$ cat src/sv/spill_register_cache_top_defines.svh
// Assertion macros shared by the spill register cache modules.
// Each macro expects a clk and an active-high rst in the scope where it is used.
`ifndef SPILL_REGISTER_CACHE_TOP_DEFINES_SVH
`define SPILL_REGISTER_CACHE_TOP_DEFINES_SVH

`ifndef NO_ASSERTIONS

// Clocked check that is switched off while reset is high.
`define SRC_ASSERT(lbl, prop, msg) \
  lbl: assert property (@(posedge clk) disable iff (rst) prop) else $error(msg);

// Clocked check that also holds while reset is high.
`define SRC_ASSERT_ALWAYS(lbl, prop, msg) \
  lbl: assert property (@(posedge clk) prop) else $error(msg);

`else

`define SRC_ASSERT(lbl, prop, msg)
`define SRC_ASSERT_ALWAYS(lbl, prop, msg)

`endif

`endif

$ cat src/sv/src_pkg.sv
package src_pkg;

  // Fixed geometry of the cache and of the stream fields.
  localparam int TEMP_ENTRIES  = 2;
  localparam int SLOT_BITS_DEF = 10;
  localparam int INDEX_W       = 10;
  localparam int REG_W         = 5;
  localparam int OFF_W         = 12;
  localparam int OP_W          = 3;
  localparam int KIND_W        = 2;
  localparam int CFG_IDX_W     = 1;
  localparam int IN_DATA_W     = 32;
  localparam int OUT_DATA_W    = 40;

  // Register numbers that back the two entries after reset.
  localparam logic [REG_W-1:0] TEMP_ZERO_RST = 5'd0;
  localparam logic [REG_W-1:0] TEMP_ONE_RST  = 5'd1;

  typedef enum logic [OP_W-1:0] {
    OP_MAP_SRC    = 3'd0,
    OP_MAP_DST    = 3'd1,
    OP_MAP_PAIR   = 3'd2,
    OP_WB_ALL     = 3'd3,
    OP_CLEAR      = 3'd4,
    OP_DIRTY_TEMP = 3'd5,
    OP_DIRTY_REG  = 3'd6
  } op_t;

  typedef enum logic [KIND_W-1:0] {
    KIND_STORE  = 2'd0,
    KIND_LOAD   = 2'd1,
    KIND_ANSWER = 2'd2,
    KIND_DONE   = 2'd3
  } kind_t;

  typedef enum logic [CFG_IDX_W-1:0] {
    CFG_TEMP_ZERO = 1'd0,
    CFG_TEMP_ONE  = 1'd1
  } cfg_idx_t;

  // Controller states; each non-idle state presents one result.
  typedef enum logic [2:0] {
    S_IDLE   = 3'd0,
    S_STORE0 = 3'd1,
    S_LOAD0  = 3'd2,
    S_STORE1 = 3'd3,
    S_LOAD1  = 3'd4,
    S_FINAL  = 3'd5
  } state_t;

  // Spill accesses an item needs, in the order they are sent.
  typedef struct packed {
    logic st0;
    logic ld0;
    logic st1;
    logic ld1;
  } steps_t;

  // Controller to datapath.
  typedef struct packed {
    logic   take;
    logic   commit;
    state_t sel;
  } cmd_t;

  // Datapath to controller.
  typedef struct packed {
    steps_t plan_in;
    steps_t plan;
  } status_t;

endpackage

$ cat src/sv/src_dp.sv
`include "spill_register_cache_top_defines.svh"

module src_dp #(
  parameter int SLOT_BITS = src_pkg::SLOT_BITS_DEF
) (
  input  logic                           clk,
  input  logic                           rst,
  input  logic                           cfg_valid,
  input  logic [src_pkg::CFG_IDX_W-1:0]  cfg_index,
  input  logic [src_pkg::REG_W-1:0]      cfg_data,
  input  logic [src_pkg::OP_W-1:0]       operation,
  input  logic                           first_spilled,
  input  logic [src_pkg::INDEX_W-1:0]    first_index,
  input  logic                           first_load,
  input  logic                           second_spilled,
  input  logic [src_pkg::INDEX_W-1:0]    second_index,
  input  logic                           second_load,
  input  logic                           temp_select,
  input  logic [src_pkg::REG_W-1:0]      reg_number,
  input  src_pkg::cmd_t                  cmd,
  output src_pkg::status_t               status,
  output logic [src_pkg::KIND_W-1:0]     kind,
  output logic [src_pkg::REG_W-1:0]      mem_reg,
  output logic [src_pkg::OFF_W-1:0]      mem_offset,
  output logic [src_pkg::INDEX_W-1:0]    first_result,
  output logic [src_pkg::INDEX_W-1:0]    second_result
);
  import src_pkg::*;

  // Slot bits that an operand index can actually carry.
  localparam int SRC_W = (SLOT_BITS < INDEX_W) ? SLOT_BITS : INDEX_W;

  // Configuration and cache state.
  logic [REG_W-1:0]        temp_reg   [TEMP_ENTRIES];
  logic [TEMP_ENTRIES-1:0] entry_used;
  logic [TEMP_ENTRIES-1:0] entry_dirty;
  logic [SLOT_BITS-1:0]    entry_slot [TEMP_ENTRIES];

  // Plan of the item in flight, captured at the input transfer.
  steps_t                  plan;
  logic [SLOT_BITS-1:0]    plan_slot  [TEMP_ENTRIES];
  kind_t                   plan_kind;
  logic [INDEX_W-1:0]      plan_r1;
  logic [INDEX_W-1:0]      plan_r2;
  logic [TEMP_ENTRIES-1:0] plan_used;
  logic [TEMP_ENTRIES-1:0] plan_dirty;
  logic [SLOT_BITS-1:0]    plan_eslot [TEMP_ENTRIES];

  // Decision logic.
  op_t                     op_in;
  logic [SLOT_BITS-1:0]    slot_a;
  logic [SLOT_BITS-1:0]    slot_b;
  logic [TEMP_ENTRIES-1:0] hit_a;
  logic [TEMP_ENTRIES-1:0] hit_b;
  logic                    miss_a;
  logic                    miss_b;
  logic                    ea;
  logic                    eb;
  logic                    victim;
  logic                    sgl_act;
  logic                    sgl_is_b;
  logic                    sgl_hit;
  logic                    sgl_e;
  logic                    sgl_load;
  logic [SLOT_BITS-1:0]    sgl_slot;
  logic [TEMP_ENTRIES-1:0] repl;
  logic [TEMP_ENTRIES-1:0] nload;
  logic [TEMP_ENTRIES-1:0] set_dirty;
  logic [SLOT_BITS-1:0]    nslot      [TEMP_ENTRIES];
  logic                    wb;
  logic                    clr;
  kind_t                   kind_d;
  logic [INDEX_W-1:0]      r1_d;
  logic [INDEX_W-1:0]      r2_d;
  logic [TEMP_ENTRIES-1:0] st_d;
  logic [TEMP_ENTRIES-1:0] ld_d;
  logic [TEMP_ENTRIES-1:0] used_next;
  logic [TEMP_ENTRIES-1:0] dirty_next;
  logic [SLOT_BITS-1:0]    slot_next  [TEMP_ENTRIES];

  // Lookup of both operands and the single-operand victim choice.
  always_comb begin
    op_in    = op_t'(operation);
    slot_a   = SLOT_BITS'(first_index[SRC_W-1:0]);
    slot_b   = SLOT_BITS'(second_index[SRC_W-1:0]);
    for (int e = 0; e < TEMP_ENTRIES; e++) begin
      hit_a[e] = entry_used[e] && (entry_slot[e] == slot_a);
      hit_b[e] = entry_used[e] && (entry_slot[e] == slot_b);
    end
    miss_a   = !hit_a[0] && !hit_a[1];
    miss_b   = !hit_b[0] && !hit_b[1];
    ea       = !hit_a[0];
    eb       = !hit_b[0];
    victim   = !entry_dirty[1];
    sgl_is_b = (op_in == OP_MAP_PAIR) && !first_spilled && second_spilled;
    sgl_slot = sgl_is_b ? slot_b : slot_a;
    sgl_hit  = sgl_is_b ? !miss_b : !miss_a;
    sgl_e    = sgl_hit ? (sgl_is_b ? eb : ea) : victim;
  end

  // Per-operation plan: replacements, dirty marks and the final answer.
  always_comb begin
    repl      = '0;
    nload     = '0;
    set_dirty = '0;
    nslot[0]  = slot_a;
    nslot[1]  = slot_b;
    wb        = 1'b0;
    clr       = 1'b0;
    sgl_act   = 1'b0;
    sgl_load  = 1'b0;
    kind_d    = KIND_DONE;
    r1_d      = '0;
    r2_d      = '0;
    unique case (op_in)
      OP_MAP_SRC, OP_MAP_DST: begin
        kind_d   = KIND_ANSWER;
        r1_d     = first_index;
        sgl_act  = first_spilled;
        sgl_load = (op_in == OP_MAP_SRC);
        if (first_spilled) begin
          r1_d = INDEX_W'(temp_reg[sgl_e]);
          set_dirty[sgl_e] = (op_in == OP_MAP_DST);
        end
      end
      OP_MAP_PAIR: begin
        kind_d = KIND_ANSWER;
        r1_d   = first_index;
        r2_d   = second_index;
        if (first_spilled && second_spilled && (slot_a == slot_b)) begin
          // Both operands name one slot: a single lookup serves both.
          sgl_act  = 1'b1;
          sgl_load = first_load || second_load;
          r1_d     = INDEX_W'(temp_reg[sgl_e]);
          r2_d     = INDEX_W'(temp_reg[sgl_e]);
        end else if (first_spilled && second_spilled) begin
          priority if (miss_a && !miss_b) begin
            repl[!eb]  = 1'b1;
            nload[!eb] = first_load;
            nslot[!eb] = slot_a;
            r1_d       = INDEX_W'(temp_reg[!eb]);
            r2_d       = INDEX_W'(temp_reg[eb]);
          end else if (!miss_a && miss_b) begin
            repl[!ea]  = 1'b1;
            nload[!ea] = second_load;
            nslot[!ea] = slot_b;
            r1_d       = INDEX_W'(temp_reg[ea]);
            r2_d       = INDEX_W'(temp_reg[!ea]);
          end else if (miss_a && miss_b) begin
            repl  = '1;
            nload = {second_load, first_load};
            r1_d  = INDEX_W'(temp_reg[0]);
            r2_d  = INDEX_W'(temp_reg[1]);
          end else begin
            r1_d = INDEX_W'(temp_reg[ea]);
            r2_d = INDEX_W'(temp_reg[eb]);
          end
        end else if (first_spilled) begin
          sgl_act  = 1'b1;
          sgl_load = first_load;
          r1_d     = INDEX_W'(temp_reg[sgl_e]);
        end else if (second_spilled) begin
          sgl_act  = 1'b1;
          sgl_load = second_load;
          r2_d     = INDEX_W'(temp_reg[sgl_e]);
        end
      end
      OP_WB_ALL: wb = 1'b1;
      OP_CLEAR: clr = 1'b1;
      OP_DIRTY_TEMP: set_dirty[temp_select] = 1'b1;
      OP_DIRTY_REG: begin
        // A register that backs neither entry marks nothing.
        priority if (temp_reg[0] == reg_number) begin
          set_dirty[0] = 1'b1;
        end else if (temp_reg[1] == reg_number) begin
          set_dirty[1] = 1'b1;
        end else begin
          set_dirty = '0;
        end
      end
      default: kind_d = KIND_DONE;
    endcase
    // A single-operand miss replaces the chosen entry.
    if (sgl_act && !sgl_hit) begin
      repl[sgl_e]  = 1'b1;
      nload[sgl_e] = sgl_load;
      nslot[sgl_e] = sgl_slot;
    end
  end

  // Spill accesses and the entry state after the item.
  always_comb begin
    for (int e = 0; e < TEMP_ENTRIES; e++) begin
      st_d[e]       = entry_used[e] && entry_dirty[e] && (repl[e] || wb);
      ld_d[e]       = repl[e] && nload[e];
      used_next[e]  = repl[e] || entry_used[e];
      slot_next[e]  = repl[e] ? nslot[e] : entry_slot[e];
      dirty_next[e] = entry_dirty[e];
      if (repl[e] || st_d[e]) begin
        dirty_next[e] = 1'b0;
      end
      if (set_dirty[e]) begin
        dirty_next[e] = 1'b1;
      end
      if (clr) begin
        used_next[e]  = 1'b0;
        slot_next[e]  = '0;
        dirty_next[e] = 1'b0;
      end
    end
    status.plan_in = '{st0: st_d[0], ld0: ld_d[0], st1: st_d[1], ld1: ld_d[1]};
    status.plan    = plan;
  end

  // Configuration registers.
  always_ff @(posedge clk) begin
    if (rst) begin
      temp_reg[0] <= TEMP_ZERO_RST;
      temp_reg[1] <= TEMP_ONE_RST;
    end else if (cfg_valid) begin
      unique case (cfg_idx_t'(cfg_index))
        CFG_TEMP_ZERO: temp_reg[0] <= cfg_data;
        CFG_TEMP_ONE:  temp_reg[1] <= cfg_data;
        default:       temp_reg[0] <= temp_reg[0];
      endcase
    end
  end

  // Cache state is updated when the final result is transferred.
  always_ff @(posedge clk) begin
    if (rst) begin
      entry_used  <= '0;
      entry_dirty <= '0;
      for (int e = 0; e < TEMP_ENTRIES; e++) begin
        entry_slot[e] <= '0;
      end
    end else if (cmd.commit) begin
      entry_used  <= plan_used;
      entry_dirty <= plan_dirty;
      for (int e = 0; e < TEMP_ENTRIES; e++) begin
        entry_slot[e] <= plan_eslot[e];
      end
    end
  end

  // Plan capture at the input transfer.
  always_ff @(posedge clk) begin
    if (rst) begin
      plan <= '0;
    end else if (cmd.take) begin
      plan <= status.plan_in;
    end
  end

  always_ff @(posedge clk) begin
    if (cmd.take) begin
      plan_kind  <= kind_d;
      plan_r1    <= r1_d;
      plan_r2    <= r2_d;
      plan_used  <= used_next;
      plan_dirty <= dirty_next;
      for (int e = 0; e < TEMP_ENTRIES; e++) begin
        plan_slot[e]  <= nslot[e];
        plan_eslot[e] <= slot_next[e];
      end
    end
  end

  // Result fields for the step the controller presents.
  always_comb begin
    kind          = KIND_DONE;
    mem_reg       = '0;
    mem_offset    = '0;
    first_result  = '0;
    second_result = '0;
    unique case (cmd.sel)
      S_STORE0: begin
        kind       = KIND_STORE;
        mem_reg    = temp_reg[0];
        mem_offset = OFF_W'({entry_slot[0][SRC_W-1:0], 2'b00});
      end
      S_LOAD0: begin
        kind       = KIND_LOAD;
        mem_reg    = temp_reg[0];
        mem_offset = OFF_W'({plan_slot[0][SRC_W-1:0], 2'b00});
      end
      S_STORE1: begin
        kind       = KIND_STORE;
        mem_reg    = temp_reg[1];
        mem_offset = OFF_W'({entry_slot[1][SRC_W-1:0], 2'b00});
      end
      S_LOAD1: begin
        kind       = KIND_LOAD;
        mem_reg    = temp_reg[1];
        mem_offset = OFF_W'({plan_slot[1][SRC_W-1:0], 2'b00});
      end
      S_FINAL: begin
        kind          = plan_kind;
        first_result  = plan_r1;
        second_result = plan_r2;
      end
      default: kind = KIND_DONE;
    endcase
  end

  // A store is only presented for an entry that holds dirty data.
  `SRC_ASSERT(a_store0_dirty, (cmd.sel == S_STORE0) |-> (entry_used[0] && entry_dirty[0]), "store of clean entry 0")
  `SRC_ASSERT(a_store1_dirty, (cmd.sel == S_STORE1) |-> (entry_used[1] && entry_dirty[1]), "store of clean entry 1")
  // A load always fills an entry that stays in use.
  `SRC_ASSERT(a_load_fills, ((cmd.sel == S_LOAD0) |-> plan_used[0]) and ((cmd.sel == S_LOAD1) |-> plan_used[1]), "load into unused entry")

endmodule

$ cat src/sv/src_ctrl.sv
`include "spill_register_cache_top_defines.svh"

module src_ctrl (
  input  logic             clk,
  input  logic             rst,
  input  logic             s_tvalid,
  output logic             s_tready,
  output logic             m_tvalid,
  input  logic             m_tready,
  output logic             m_tlast,
  input  src_pkg::status_t status,
  output src_pkg::cmd_t    cmd
);
  import src_pkg::*;

  state_t state;
  state_t state_next;
  steps_t rest;

  // First result still owed, in the fixed order store0, load0, store1, load1.
  function automatic state_t pick(steps_t s);
    state_t r;
    priority if (s.st0) r = S_STORE0;
    else if (s.ld0)     r = S_LOAD0;
    else if (s.st1)     r = S_STORE1;
    else if (s.ld1)     r = S_LOAD1;
    else                r = S_FINAL;
    return r;
  endfunction

  always_ff @(posedge clk) begin
    if (rst) begin
      state <= S_IDLE;
    end else begin
      state <= state_next;
    end
  end

  // Next state and handshake outputs.
  always_comb begin
    rest       = status.plan;
    state_next = state;
    s_tready   = (state == S_IDLE);
    m_tvalid   = (state != S_IDLE);
    m_tlast    = (state == S_FINAL);
    cmd.take   = s_tvalid && (state == S_IDLE);
    cmd.commit = (state == S_FINAL) && m_tready;
    cmd.sel    = state;
    unique case (state)
      S_IDLE: begin
        if (s_tvalid) begin
          state_next = pick(status.plan_in);
        end
      end
      S_STORE0: begin
        rest.st0 = 1'b0;
        if (m_tready) state_next = pick(rest);
      end
      S_LOAD0: begin
        rest.st0 = 1'b0;
        rest.ld0 = 1'b0;
        if (m_tready) state_next = pick(rest);
      end
      S_STORE1: begin
        rest.st0 = 1'b0;
        rest.ld0 = 1'b0;
        rest.st1 = 1'b0;
        if (m_tready) state_next = pick(rest);
      end
      S_LOAD1: begin
        if (m_tready) state_next = S_FINAL;
      end
      S_FINAL: begin
        if (m_tready) state_next = S_IDLE;
      end
      default: state_next = S_IDLE;
    endcase
  end

  // An accepted item always produces a result in the next cycle.
  `SRC_ASSERT(a_take_then_result, cmd.take |=> m_tvalid, "no result after input transfer")
  // The final transfer returns the block to accepting input.
  `SRC_ASSERT(a_final_then_idle, cmd.commit |=> s_tready, "not idle after final transfer")
  // Input is never taken while a result is pending.
  `SRC_ASSERT_ALWAYS(a_one_item, !(cmd.take && m_tvalid), "input taken during result")

endmodule

$ cat src/sv/spill_register_cache_top.sv
// Channel   | Direction | Handshake           | Payload
// s_*       | in        | s_tvalid / s_tready | s_tdata operands, s_tuser operation
// m_*       | out       | m_tvalid / m_tready | m_tdata fields, m_tuser kind, m_tlast
// cfg_*     | in        | cfg_valid/cfg_ready | cfg_index register, cfg_data value
//
// An item has an input transfer and then one transfer per result: the stores
// and loads that it needs, then its final result; a pair miss may store and load
// both entries. The controller emits one result per cycle while m_tready is high.
// Reset (rst, synchronous) empties both entries and restores the temp registers.
// A stall on m_tready holds the current result; no input is taken until the
// final result of the item has been transferred.

module spill_register_cache_top #(
  parameter int SLOT_BITS = src_pkg::SLOT_BITS_DEF
) (
  input  logic                              clk,
  input  logic                              rst,
  input  logic                              cfg_valid,
  output logic                              cfg_ready,
  input  logic [src_pkg::CFG_IDX_W-1:0]     cfg_index,
  input  logic [src_pkg::REG_W-1:0]         cfg_data,
  input  logic                              s_tvalid,
  output logic                              s_tready,
  // first_spilled, first_index, first_load, second_spilled, second_index,
  // second_load, temp_select, reg_number, zero fill
  input  logic [src_pkg::IN_DATA_W-1:0]     s_tdata,
  // operation
  input  logic [src_pkg::OP_W-1:0]          s_tuser,
  output logic                              m_tvalid,
  input  logic                              m_tready,
  // mem_reg, mem_offset, first_result, second_result, zero fill
  output logic [src_pkg::OUT_DATA_W-1:0]    m_tdata,
  // kind
  output logic [src_pkg::KIND_W-1:0]        m_tuser,
  output logic                              m_tlast
);
  import src_pkg::*;

  cmd_t               cmd;
  status_t            status;
  logic [REG_W-1:0]   mem_reg;
  logic [OFF_W-1:0]   mem_offset;
  logic [INDEX_W-1:0] first_result;
  logic [INDEX_W-1:0] second_result;

  // Configuration writes are always taken.
  assign cfg_ready = 1'b1;

  src_ctrl u_ctrl (
    .clk      (clk),
    .rst      (rst),
    .s_tvalid (s_tvalid),
    .s_tready (s_tready),
    .m_tvalid (m_tvalid),
    .m_tready (m_tready),
    .m_tlast  (m_tlast),
    .status   (status),
    .cmd      (cmd)
  );

  src_dp #(
    .SLOT_BITS (SLOT_BITS)
  ) u_dp (
    .clk            (clk),
    .rst            (rst),
    .cfg_valid      (cfg_valid),
    .cfg_index      (cfg_index),
    .cfg_data       (cfg_data),
    .operation      (s_tuser),
    .first_spilled  (s_tdata[0]),
    .first_index    (s_tdata[10:1]),
    .first_load     (s_tdata[11]),
    .second_spilled (s_tdata[12]),
    .second_index   (s_tdata[22:13]),
    .second_load    (s_tdata[23]),
    .temp_select    (s_tdata[24]),
    .reg_number     (s_tdata[29:25]),
    .cmd            (cmd),
    .status         (status),
    .kind           (m_tuser),
    .mem_reg        (mem_reg),
    .mem_offset     (mem_offset),
    .first_result   (first_result),
    .second_result  (second_result)
  );

  // Result packing, lowest field first.
  assign m_tdata = {3'b000, second_result, first_result, mem_offset, mem_reg};

endmodule
$ cat config.mk
export PLATFORM = sky130hd
export DESIGN_NAME = spill_register_cache_top
export DESIGN_NICKNAME = d
export VERILOG_FILES = /design/src/sv/src_pkg.sv /design/src/sv/src_dp.sv /design/src/sv/src_ctrl.sv /design/src/sv/spill_register_cache_top.sv
export VERILOG_INCLUDE_DIRS = /design/src /design/src/sv
export SDC_FILE = /design/constraint.sdc
export NUM_CORES = 1
export LEC_CHECK = 0
export BUFFER_PORTS_ARGS = -buffer_cell sky130_fd_sc_hd__clkbuf_2
export CAP_MARGIN = 10
export CORE_MARGIN = 2
export CORE_UTILIZATION = 53
export CTS_CLUSTER_DIAMETER = 100
export DETAILED_ROUTE_END_ITERATION = 6
export PLACE_DENSITY = 0.78
export SYNTH_ARGS = -nofsm -noshare
export SYNTH_HDL_FRONTEND = slang
export SYNTH_SLANG_ARGS = --single-unit
export TNS_END_PERCENT = 5
$ cat constraint.sdc
create_clock -name clk -period 4 [get_ports clk]
set_input_delay 0.2 -clock clk [delete_from_list [all_inputs] [get_ports clk]]
set_output_delay 0.2 -clock clk [all_outputs]
set_load 0.02 [all_outputs]
# Word-level counts from Yosys, hierarchy flattened
# Memory sizes are Yosys's and may differ from the RTL's.
# Cells that the tools add are included.
[word_totals] n_memories=4 output_inout_bits=46 wordCells=242 register_bits=36 mem_bits_rw=70 input_bits=46
[classes] eq_ne=24 magnitude_cmp=14 n_reduce_logical=56 bitwise=12 mux=120
[memory_table] name="u_dp.entry_slot" depth=2 width=10 rd=2 rd_clocked_by_memory_dff=0 wr=2 line_no="src_dp.sv:37" text="logic [SLOT_BITS-1:0] entry_slot [TEMP_ENTRIES];"
[memory_table] name="u_dp.plan_eslot" depth=2 width=10 rd=2 rd_clocked_by_memory_dff=0 wr=2 line_no="src_dp.sv:47" text="logic [SLOT_BITS-1:0] plan_eslot [TEMP_ENTRIES];"
[memory_table] name="u_dp.plan_slot" depth=2 width=10 rd=2 rd_clocked_by_memory_dff=0 wr=2 line_no="src_dp.sv:41" text="logic [SLOT_BITS-1:0] plan_slot [TEMP_ENTRIES];"
[memory_table] name="u_dp.temp_reg" depth=2 width=5 rd=7 rd_clocked_by_memory_dff=0 wr=2 line_no="src_dp.sv:34" text="logic [REG_W-1:0] temp_reg [TEMP_ENTRIES];"
[op_table] operator="10-bit two-way mux" n=22
[op_table] operator="20-bit two-way mux" n=6
[op_table] operator="20-bit bitwise mux" n=3
[op_table] operator="10-bit equality test" n=5
[op_table] operator="12-bit one-hot mux with 4 select lines" n=1
[op_table] operator="1-bit two-way mux" n=42
[op_table] operator="3-bit two-way mux" n=11
[op_table] operator="10-bit demux with 1-bit select" n=3
[op_table] operator="2-bit two-way mux" n=15
[op_table] operator="1-bit logical AND" n=29
[op_table] operator="5-bit two-way mux" n=5
[op_table] operator="10-bit one-hot mux with 2 select lines" n=1
[op_table] operator="3-bit one-hot mux with 6 select lines" n=1
[op_table] operator="3-bit equality test, second input constant" n=5
[op_table] operator="3-bit by 2-bit equality test with 1-bit output, second input constant" n=4
[op_table] operator="2-bit inequality test, second input constant" n=6
[op_table] operator="2-bit one-hot mux with 3 select lines" n=2
[op_table] operator="2-bit OR reduction" n=6
[op_table] operator="5-bit equality test" n=2
[op_table] operator="5-bit one-hot mux with 2 select lines" n=1
[op_table] operator="1-bit zero test" n=9
[op_table] operator="1-bit by 2-bit less-than comparator with 1-bit output, second input constant" n=4
[op_table] operator="1-bit logical OR" n=7
[op_table] operator="2-bit AND" n=3
[op_table] operator="15 further kinds" n=33

# Logic depth before layout (Yosys ltp)
# Gate-level depths: netlist of the first run.
# An unclocked memory read counts as a cell.
[logic_depth] word_depth=22 ltp_mapped=11 mapped_depth_nobuf=8

# Cells and area by module
# Synthesis of the first run repeated with hierarchy kept, for this count alone.
[hier_totals] cells_unflattened=680 area_unflattened_um2=6864.1
[modules_own_cells] mod="src_dp" instances=1 area_per_inst_um2=6485.0 seq_area_each_um2=3012.9 cells_each=627
[modules_own_cells] mod="src_ctrl" instances=1 area_per_inst_um2=341.6 seq_area_each_um2=60.1 cells_each=47
[modules_own_cells] mod="spill_register_cache_top" instances=1 area_per_inst_um2=37.5 seq_area_each_um2=0.0 cells_each=6

# Worst setup path after synthesis of the first run
# OpenSTA, ideal clock, no wires.
[synth_path] path_kind="reg2reg" from="register u_ctrl.state[0]" to="register u_dp.plan, in the netlist u_dp.status[1]" required_ns=3.873 stages_incl_launch_ff=8 arrival_time_ns=3.592 synth_period_minus_slack_ns=3.720 setup_slack_ns=0.280 cell_sequence="dfxtp_1 > clkbuf_1 > or3_1 > inv_1 > and2_1 > clkbuf_1 > mux2i_1 > nor2_1"
[synth_lines] item="start, declared" line_no="src_ctrl.sv:16" text="state_t state;"
[synth_lines] item="start signal, assigned" line_no="src_ctrl.sv:35" text="state <= state_next;"
[synth_lines] item="end signal, assigned" line_no="src_dp.sv:251" text="plan <= status.plan_in;"
[synth_lines] item="end, declared" line_no="src_dp.sv:40" text="steps_t plan;"

==> impl_metrics.yaml, run 1 <==
status:
  outcome: "completed"
worst_setup_path:
  cp-end-kind: "flip-flop"
  r2r-start: "u_dp.entry_slot[0][8]"
  rrSetupSlack_ns: 0.68
  crit_path_max_fanout: 21
  worstSetupStartpointType: "flip-flop"
  crit_arrival_ns: 3.38
  r2r_end: "u_dp.plan_eslot[0][18]"
  worstSetupPathType: "flip-flop to flip-flop"
  rr_worst_depth: 7
  required_ns: 4.06
cells_and_area:
  layout_common_cells: "edfxtp_1, clkbuf_2, xnor2_1"
  layout.cells.non_filler: 880
  final_util: 0.593
  final_common_cell: "edfxtp_1"
  area_growth_pct: 10.2
  drive_above_1_share: 0.213
  reg_top3: "u_dp.entry_slot: 20 flops, u_dp.plan_eslot: 20 flops, u_dp.plan_slot: 20 flops"
  layout.nets: 749
  diodes: 0
grt:
  antenna_found_initial: 0
  top_usage_layer: "met2"
  grt.met1_usage: 0.355
  grt_pass1_vias: 5090
  grt_pass1_wl_um: 27600
  gr-usage-met3: 0.0716
  grt.overflow.total: 0
  grt_use_total: 0.274
  met2_usage: 0.454
  grt_max_degree: 71
floorplan:
  start_util: 0.538
  core-area_sq_um: 12500
  io_pins: 92
  rows: 41
  die_h_um: 117
  die_w_um: 117
  die_area_sq_um: 13600
logic_synthesis:
  yosysWarningCount: 0
  syn_avg_cell_area_sq_um: 10.2
  ys_seq_area_frac: 0.453
  yosys.cell_types.count: 66
  yosys_most_used_dff: "edfxtp_1"
  netlist_area_sq_um: 6730
  synthArstFlopShare: 0
  synth_edf_count: 95
  netlist_instances: 658
  ys_ff_latch: 105
clocking:
  cts_tree: "yes"
  clock_path_buffers: 2
  cts_root_buf: "clkbuf_16"
  hold_buffers: 0
  h-tree-depth: 3
  clk_pin_slew_ns: 0.07
  cts_setup_buffers: 0
  post_cts_resized: 0
  insertion_delay_ns: 0.36
  cts_made_buffers: 9
  clock_sinks: 105
routing:
  num_vias: 5300
  post_drt_wl_per_cell_um: 20.7
  antenna_left: 0
  route.detailed.drc: 0
  drt_iter0_markers: 659
  wl_um: 18200
  drt_first_pass_iters: 5
  via_per_inst: 6.02
place:
  dp_hpwl_um: 12700
  gp_congestion: 0.948
  dpl.cell_count: 864
  port_buffers: 83
pwr:
  p_leak_nw: 2.90
  ir_worst_vdd_mv: 0.299
  cellPowerDensity_nw_per_um2: 453
timing:
  finalSetupViolCount: 0
  max_slew_margin: 0.248
  worst_pin_slew_ns: 1.13
  finalCritPeriodShare: 0.830
  tns_ns: 0
  fmax_ghz: 0.301
  final.setup_skew_ns: 0.0109
  rsz0062_at_grt: "false"
  drv_slew: 0
  timing.final.hold_violations: 0
  period_needed_ns: 3.32
flow_run:
  maxCapViolCount: 0
worst_hold_path:
  worstHoldPathCells: 2
  worst_hold_startpoint: "cfg_data[0]"
  hold_path.class: "input pin to flip-flop"
  hold_end: "u_dp.temp_reg[1][0]"
-- how the worst max path moves through the flow --
| stage | start | to | slack [ns] | cells after the start |
|---|---|---|---|---|
| after floorplan | u_ctrl.state[0] | u_dp.status[1] | 0.28 | 7 |
| after global placement | u_dp.entry_slot[0][8] | u_dp.plan_eslot[0][16] | 0.86 | 7 |
| after detailed placement | u_dp.entry_slot[0][8] | u_dp.plan_eslot[0][14] | 0.78 | 7 |
| after CTS | u_dp.entry_slot[0][8] | u_dp.plan_eslot[0][18] | 0.72 | 7 |
| after global routing | u_dp.entry_slot[0][8] | u_dp.plan_eslot[0][11] | 0.54 | 8 |
| final | u_dp.entry_slot[0][8] | u_dp.plan_eslot[0][18] | 0.68 | 7 |
-- layout make-up --
cell class                 instances  area (sq um)
timing repair buffer              94           523
tap                              172           215
sequential                       105          3050
fill                            1062          5100
clock buffer                      11           233
inverter                          31           116
clock inverter                     5          30.0
multi-input combinational        462          3250
-- report_power, final --
group	switching, mW	internal, mW	total [mW]	leakage, nW
Sequential	0.126	1.42	1.55	1.01
Clock	0.418	0.423	0.841	0.129
Combinational	0.632	0.337	0.969	1.75
Total	1.18	2.18	3.36	2.90
-- Yosys cell counts (all sizes together) (10+ instances only) --
library cell,number,area (sq um)
edfxtp,95,2850
xnor2,57,499
nand2,41,161
and2,40,250
buf,39,246
nor2,37,141
inv,31,116
o21ai,29,145
a211oi,28,210
mux2i,28,280
mux2,27,323
clkbuf,25,93.8
a22oi,22,165
and3,21,131
a21oi,18,90.1
nand4,11,75.1
nor3,11,81.3
dfxtp,10,200
-- cells by family after synthesis --
| group | Yosys count | share of synthesized area |
|---|---|---|
| xor gates and xnor gates | 60 | 0.0781 |
| AOI/OAI and AO/OA | 140 | 0.142 |
| buffers and inverters | 95 | 0.0678 |
| and+or+nand+nor | 201 | 0.168 |
| muxes | 55 | 0.0896 |
| DFF | 105 | 0.453 |
| other | 2 | 0.00112 |
-- worst max-delay path, stage by stage, from the launching register on --
cell	delay, ns
edfxtp_1	0.48
xnor2_1	0.25
nand4_1	0.24
nor3_4	0.46
mux2_1	0.38
nor3b_2	0.37
a21o_1	0.66
a211oi_1	0.18
-- through the flow --
stage	total power, mW	hold slack, ns	setup WS, ns	area, sq um
after floorplan	2.21	0.378	0.280	6750
after global placement	2.50	0.423	0.858	7160
after detailed placement	2.53	0.444	0.777	7160
after CTS	3.35	0.116	0.720	7420
after global routing	3.50	0.131	0.536	7420
final	3.36	0.119	0.680	7420
-- metal layers --
metal,wire length (um),vias up
li1,-,2441
met1,7510,2570
met2,8900,265
met3,1560,24
met4,258,0
met5,0,-
Power figures use the tool's default switching activity.
==> inputs of run 2 (changes only) <==
Clock period 4 ns to 3.2 ns, I/O delays scaled along.
==> run 2 against run 1 <==
Compared with the run above: core utilization grew 0.59 points; cell count grew 0.68%; highest routed layer unchanged; worst hold slack lost 0.033 ns; setup slack lost 0.40 ns; sequential share of layout area shrank 0.41 points; first-iteration DRC count shrank 16%; largest cell class unchanged; die area is the same.
==> impl_metrics.yaml, run 2 (synthesis results as in run 1) <==
floorplan:
  die_w_um: 117
  die_h_um: 117
  core-area_sq_um: 12500
  die_area_sq_um: 13600
  io_pins: 92
  rows: 41
  start_util: 0.538
routing:
  route.detailed.drc: 0
  post_drt_wl_per_cell_um: 20.4
  wl_um: 18100
  antenna_left: 0
  via_per_inst: 6.05
  drt_iter0_markers: 552
  drt_first_pass_iters: 5
  num_vias: 5360
worst_setup_path:
  critPathLaunch: "u_dp.entry_slot[0][8]"
  r2r-start: "u_dp.entry_slot[0][8]"
  crit_path_max_fanout: 21
  cp-end-kind: "flip-flop"
  worstSetupStartpointType: "flip-flop"
  crit_arrival_ns: 3.10
  worstSetupPathType: "flip-flop to flip-flop"
  required_ns: 3.37
clocking:
  clk_pin_slew_ns: 0.08
  clock_path_buffers: 2
  cts_made_buffers: 9
  post_cts_resized: 0
  clock_sinks: 105
  cts_root_buf: "clkbuf_16"
  h-tree-depth: 3
  cts_setup_buffers: 0
  cts_tree: "yes"
  insertion_delay_ns: 0.36
  hold_buffers: 0
timing:
  tns_ns: 0
  final.setup_skew_ns: 0.00921
  finalSetupViolCount: 0
  worst_pin_slew_ns: 1.04
  finalCritPeriodShare: 0.913
  rsz0062_at_grt: "false"
  fmax_ghz: 0.342
  period_needed_ns: 2.92
  drv_slew: 0
  timing.final.hold_violations: 0
  max_slew_margin: 0.309
pwr:
  swShare: 0.344
  ir_worst_vdd_mv: 0.345
  cellPowerDensity_nw_per_um2: 573
  p_leak_nw: 2.95
  power_frac_clock: 0.267
  power_switching_mw: 1.48
  seqPwrFrac: 0.442
  pwr-share-comb: 0.291
  intPower_mw: 2.82
flow_run:
  maxCapViolCount: 0
grt:
  grt.overflow.total: 0
  grt_pass1_wl_um: 27400
  grt_pass1_vias: 5006
  antenna_found_initial: 0
  grt_use_total: 0.270
  grt_max_degree: 71
worst_hold_path:
  worst_hold_startpoint: "cfg_data[0]"
  hold_path.class: "input pin to flip-flop"
cells_and_area:
  final_common_cell: "edfxtp_1"
  layout.nets: 755
  area_growth_pct: 11.3
  filler_cell_count: 1073
  diodes: 0
  layout_common_cells: "edfxtp_1, clkbuf_2, xnor2_1"
  fin_area_sq_um: 7490
  reg_top3: "u_dp.entry_slot: 20 flops, u_dp.plan_eslot: 20 flops, u_dp.plan_slot: 20 flops"
  drive_above_1_share: 0.224
place:
  port_buffers: 83
  placed_cell_area_sq_um: 7190
  gp_congestion: 0.932
  dp_hpwl_um: 12500
status:
  outcome: "completed"
==> run 2: cell count changes in the layout (fill, tap and decap cells not counted) <==
cell	before	now
clkinv_1	2	1
buf_12	2	1
buf_4	9	16
inv_8	0	2
inv_6	2	0
clkbuf_1	2	0
bufinv_16	0	1
clkinv_4	0	2
==> run 2: worst paths after layout <==
path	endpoint	slack [ns]	cells past startpoint
setup / recovery	u_dp.plan_eslot[0][11]	0.28	9
hold / removal	u_dp.temp_reg[1][0]	0.09	2
setup reg to reg	u_dp.plan_eslot[0][11]	0.28	9
hold reg to reg	u_dp.entry_dirty[0]	0.46	2
==> run 2: power by group through the flow <==
stage               registers (mW)  clock network (mW)  logic [mW]
floorplan                     1.88                   0       0.872
global placement              1.91                   0        1.20
detailed placement            1.92                   0        1.23
CTS                           1.89                1.16        1.24
global route                  1.92                1.21        1.35
finish                        1.90                1.14        1.25
==> run 2: final cells by class <==
type                            instances  area [sq um]  area share
Sequential cell                       105          3050       0.407
Timing Repair Buffer                  100           556      0.0741
Tap cell                              172           215      0.0287
Multi-Input combinational cell        462          3250       0.434
Clock buffer                            9           225      0.0301
Clock inverter                          7          78.8      0.0105
Inverter                               31           116      0.0155
==> run 2: critical path, stage by stage, from the launching register on <==
cell      delay [ns]
edfxtp_1        0.48
xnor2_1         0.24
nand4_1         0.20
nor3_4          0.44
mux2_1          0.38
nor3b_2         0.35
a21o_1          0.13
buf_4           0.25
nor2_1          0.06
a211oi_1        0.20
==> run 2: per-layer routing <==
| layer | global-route usage | vias up | routed length (um) |
|---|---|---|---|
| li1 | - | 2462 | - |
| met1 | 0.374 | 2631 | 7800 |
| met2 | 0.423 | 239 | 8530 |
| met3 | 0.0571 | 28 | 1380 |
| met4 | 0.0918 | 0 | 373 |
| met5 | 0 | - | 0 |
==> run 2: through the flow <==
step | hold slack (ns) | utilization | instances | power, mW | setup WS [ns]
final | 0.0854 | 0.599 | 886 | 4.29 | 0.277
after global placement | 0.426 | 0.574 | 870 | 3.11 | 0.446
after floorplan | 0.338 | - | 662 | 2.75 | 0.532
after CTS | 0.0818 | 0.599 | 886 | 4.29 | 0.334
after detailed placement | 0.446 | 0.574 | 870 | 3.15 | 0.379
after global routing | 0.102 | 0.599 | 886 | 4.47 | 0.0951
==> inputs of run 3 (changes only) <==
Settings changed: ABC_AREA set to 1.
==> run 3 against run 2 <==
Compared with the run above: register-to-register slack better by 0.05 ns; wire length rose by 37%; flip-flop and latch count is the same; setup slack gained 0.048 ns; global-route usage is 5.0 points higher; maximum frequency rose by 1.7%; critical path depth rose by 4; core utilization is 0.14 points higher; total power increased by 6.3%; critical path type unchanged.
==> impl_metrics.yaml, run 3 <==
logic_synthesis:
  synth_common_cells: "nand2_1, inv_1, nor2_1, edfxtp_1, o21ai_0"
  ys_ff_latch: 105
  yosys_most_used_dff: "edfxtp_1"
  syn_avg_cell_area_sq_um: 7.03
  netlist_instances: 1103
  ys_seq_area_frac: 0.394
  yosysMostFrequentCell: "nand2_1"
  synth_top_area_frac: 0.368
  synthArstFlopShare: 0
  synth_area_leaders: "edfxtp_1, nand2_1, inv_1"
  yosysWarningCount: 0
  netlist_area_sq_um: 7750
  yosysTopAreaCell: "edfxtp_1"
  yosys.cell_types.count: 56
  synth_edf_count: 95
pwr:
  power.total_mw: 4.56
  seqPwrFrac: 0.424
  p_leak_nw: 4.17
  pwr-share-comb: 0.332
  intPower_mw: 2.86
  ir_worst_vdd_mv: 0.295
  swShare: 0.374
  power_frac_clock: 0.243
  cellPowerDensity_nw_per_um2: 527
  power_switching_mw: 1.71
timing:
  final.setup_skew_ns: 0.0101
  fmax_ghz: 0.348
  max_slew_margin: 0.469
  drv_slew: 0
  worst_pin_slew_ns: 0.795
  rsz0062_at_grt: "false"
  timing.final.hold_violations: 0
  finalCritPeriodShare: 0.898
  period_needed_ns: 2.87
  finalSetupViolCount: 0
  tns_ns: 0
grt:
  grt_pass1_wl_um: 38500
  gr-usage-met3: 0.0646
  grt.met1_usage: 0.460
  met2_usage: 0.473
  grt.overflow.total: 0
  grt_pass1_vias: 6958
  grt_max_degree: 70
  top_usage_layer: "met2"
  antenna_found_initial: 0
  grt_use_total: 0.320
worst_setup_path:
  critPathTopFamily: "simple AND/OR/NAND/NOR gates"
  rrSetupSlack_ns: 0.33
  crit_slowest_cell: "edfxtp_1"
  worstSetupStartpointType: "flip-flop"
  r2r-start: "u_dp.entry_slot[0][2]"
  crit_buf_inv: 2
  required_ns: 3.31
  worstSetupPathType: "flip-flop to flip-flop"
  slowest_delay_ns: 0.50
  crit_arrival_ns: 2.99
  rr_worst_depth: 13
  crit_path_max_fanout: 8
  r2r_end: "u_dp.plan_eslot[0][14]"
  path_common_cell: "nor2_1"
  cp-end-kind: "flip-flop"
  cp_cell_sequence: "xnor2_1, nand3_1, nor2_1, nand2_2, nand2_4, inv_2, nand2_1, nor2_1, nor2_2, nand2_1, buf_4, o21ai_0, nor2_1"
cells_and_area:
  diodes: 0
  layout_common_cells: "nand2_1, inv_1, nor2_1"
  filler_cell_count: 1386
  drive_above_1_share: 0.159
  layout.nets: 1227
  area_growth_pct: 11.6
  layout.cells.non_filler: 1370
  reg_top3: "u_dp.entry_slot: 20 flops, u_dp.plan_eslot: 20 flops, u_dp.plan_slot: 20 flops"
  final_common_cell: "nand2_1"
worst_hold_path:
  worst_hold_startpoint: "cfg_data[0]"
  hold_path.class: "input pin to flip-flop"
  hold_end: "u_dp.temp_reg[1][0]"
  worstHoldPathCells: 3
routing:
  post_drt_wl_per_cell_um: 18.1
  via_per_inst: 5.64
  drt_first_pass_iters: 5
  drt_iter0_markers: 986
  num_vias: 7728
  antenna_left: 0
  route.detailed.drc: 0
  wl_um: 24800
status:
  outcome: "completed"
floorplan:
  io_pins: 92
  start_util: 0.538
  die_h_um: 125
  die_area_sq_um: 15600
  core-area_sq_um: 14400
  rows: 44
  die_w_um: 125
clocking:
  clock_path_buffers: 2
  cts_made_buffers: 9
  hold_buffers: 0
  cts_root_buf: "clkbuf_16"
  insertion_delay_ns: 0.36
  cts_tree: "yes"
  clk_pin_slew_ns: 0.07
  post_cts_resized: 0
  h-tree-depth: 3
  clock_sinks: 105
  cts_setup_buffers: 0
place:
  port_buffers: 83
  gp_congestion: 1.04
  dpl.cell_count: 1354
  dp_hpwl_um: 18900
flow_run:
  maxCapViolCount: 0
## run 3: cell count changes in the layout (fill, tap and decap cells not counted), moves of 37 or more
cell	change
nor2_1	+77
xnor2_1	-45
inv_1	+126
nand3_1	+42
and2_1	-37
nand2_1	+301
## run 3: stage by stage
stage	setup slack [ns]	area [sq um]	hold slack (ns)	util
5_1_grt	0.106	8650	0.0896	0.600
2_1_floorplan	0.430	7770	0.229	-
4_1_cts	0.431	8650	0.0650	0.600
3_3_place_gp	0.507	8370	0.432	0.580
3_5_place_dp	0.446	8370	0.434	0.580
6_report	0.325	8650	0.0639	0.600
## run 3: kinds of logic after synthesis
| group | count (synthesis) | share of synthesized area |
|---|---|---|
| AND/OR/NAND/NOR | 576 | 0.317 |
| buffers and inverters | 218 | 0.114 |
| AO/OA/AOI/OAI | 178 | 0.147 |
| flip-flops | 105 | 0.394 |
| XOR/XNOR | 19 | 0.0215 |
| multiplexers | 5 | 0.00645 |
| other | 2 | 0.000968 |
## run 3: area by class of cell
cell class                 count  area, sq um  share of cell area
clock buffer                  11          233              0.0269
clock inverter                 5         55.1             0.00636
inverter                     181          679              0.0785
multi-input combinational    784         3840               0.443
sequential                   105         3050               0.353
tap                          184          230              0.0266
timing repair buffer         100          568              0.0656
## run 3: worst min-delay path, delay by kind of cell
kind / cells / cell delay [ns]
buffers and inverters: 2 / 0.11
and+or+nand+nor: 1 / 0.05
## run 3: how the worst max path moves through the flow
stage,startpoint,cells after the start,slack (ns),endpoint
final,u_dp.entry_slot[0][2],13,0.33,u_dp.plan_eslot[0][14]
after floorplan,u_ctrl.state[0],5,0.43,u_dp.plan_dirty[0]
after global routing,u_dp.entry_slot[0][2],13,0.11,u_dp.plan_eslot[0][10]
after global placement,u_dp.entry_slot[0][2],12,0.51,u_dp.plan_dirty[1]
after detailed placement,u_dp.entry_slot[0][2],13,0.45,u_dp.plan_eslot[0][14]
after CTS,u_dp.entry_slot[0][2],13,0.43,u_dp.plan_eslot[0][14]
## run 3: power by group through the flow
stage                     sequential, mW  clock (mW)  combinational, mW
final                               1.94        1.11               1.52
after global routing                1.96        1.18               1.66
after CTS                           1.93        1.12               1.50
after detailed placement            1.96           0               1.50
after global placement              1.96           0               1.48
after floorplan                     1.93           0               1.01
## run 3: layer usage
layer | up-vias | routed length (um)
li1 | 3720 | -
met1 | 3540 | 10400
met2 | 409 | 10600
met3 | 59 | 2760
met4 | 0 | 1030
met5 | - | 0
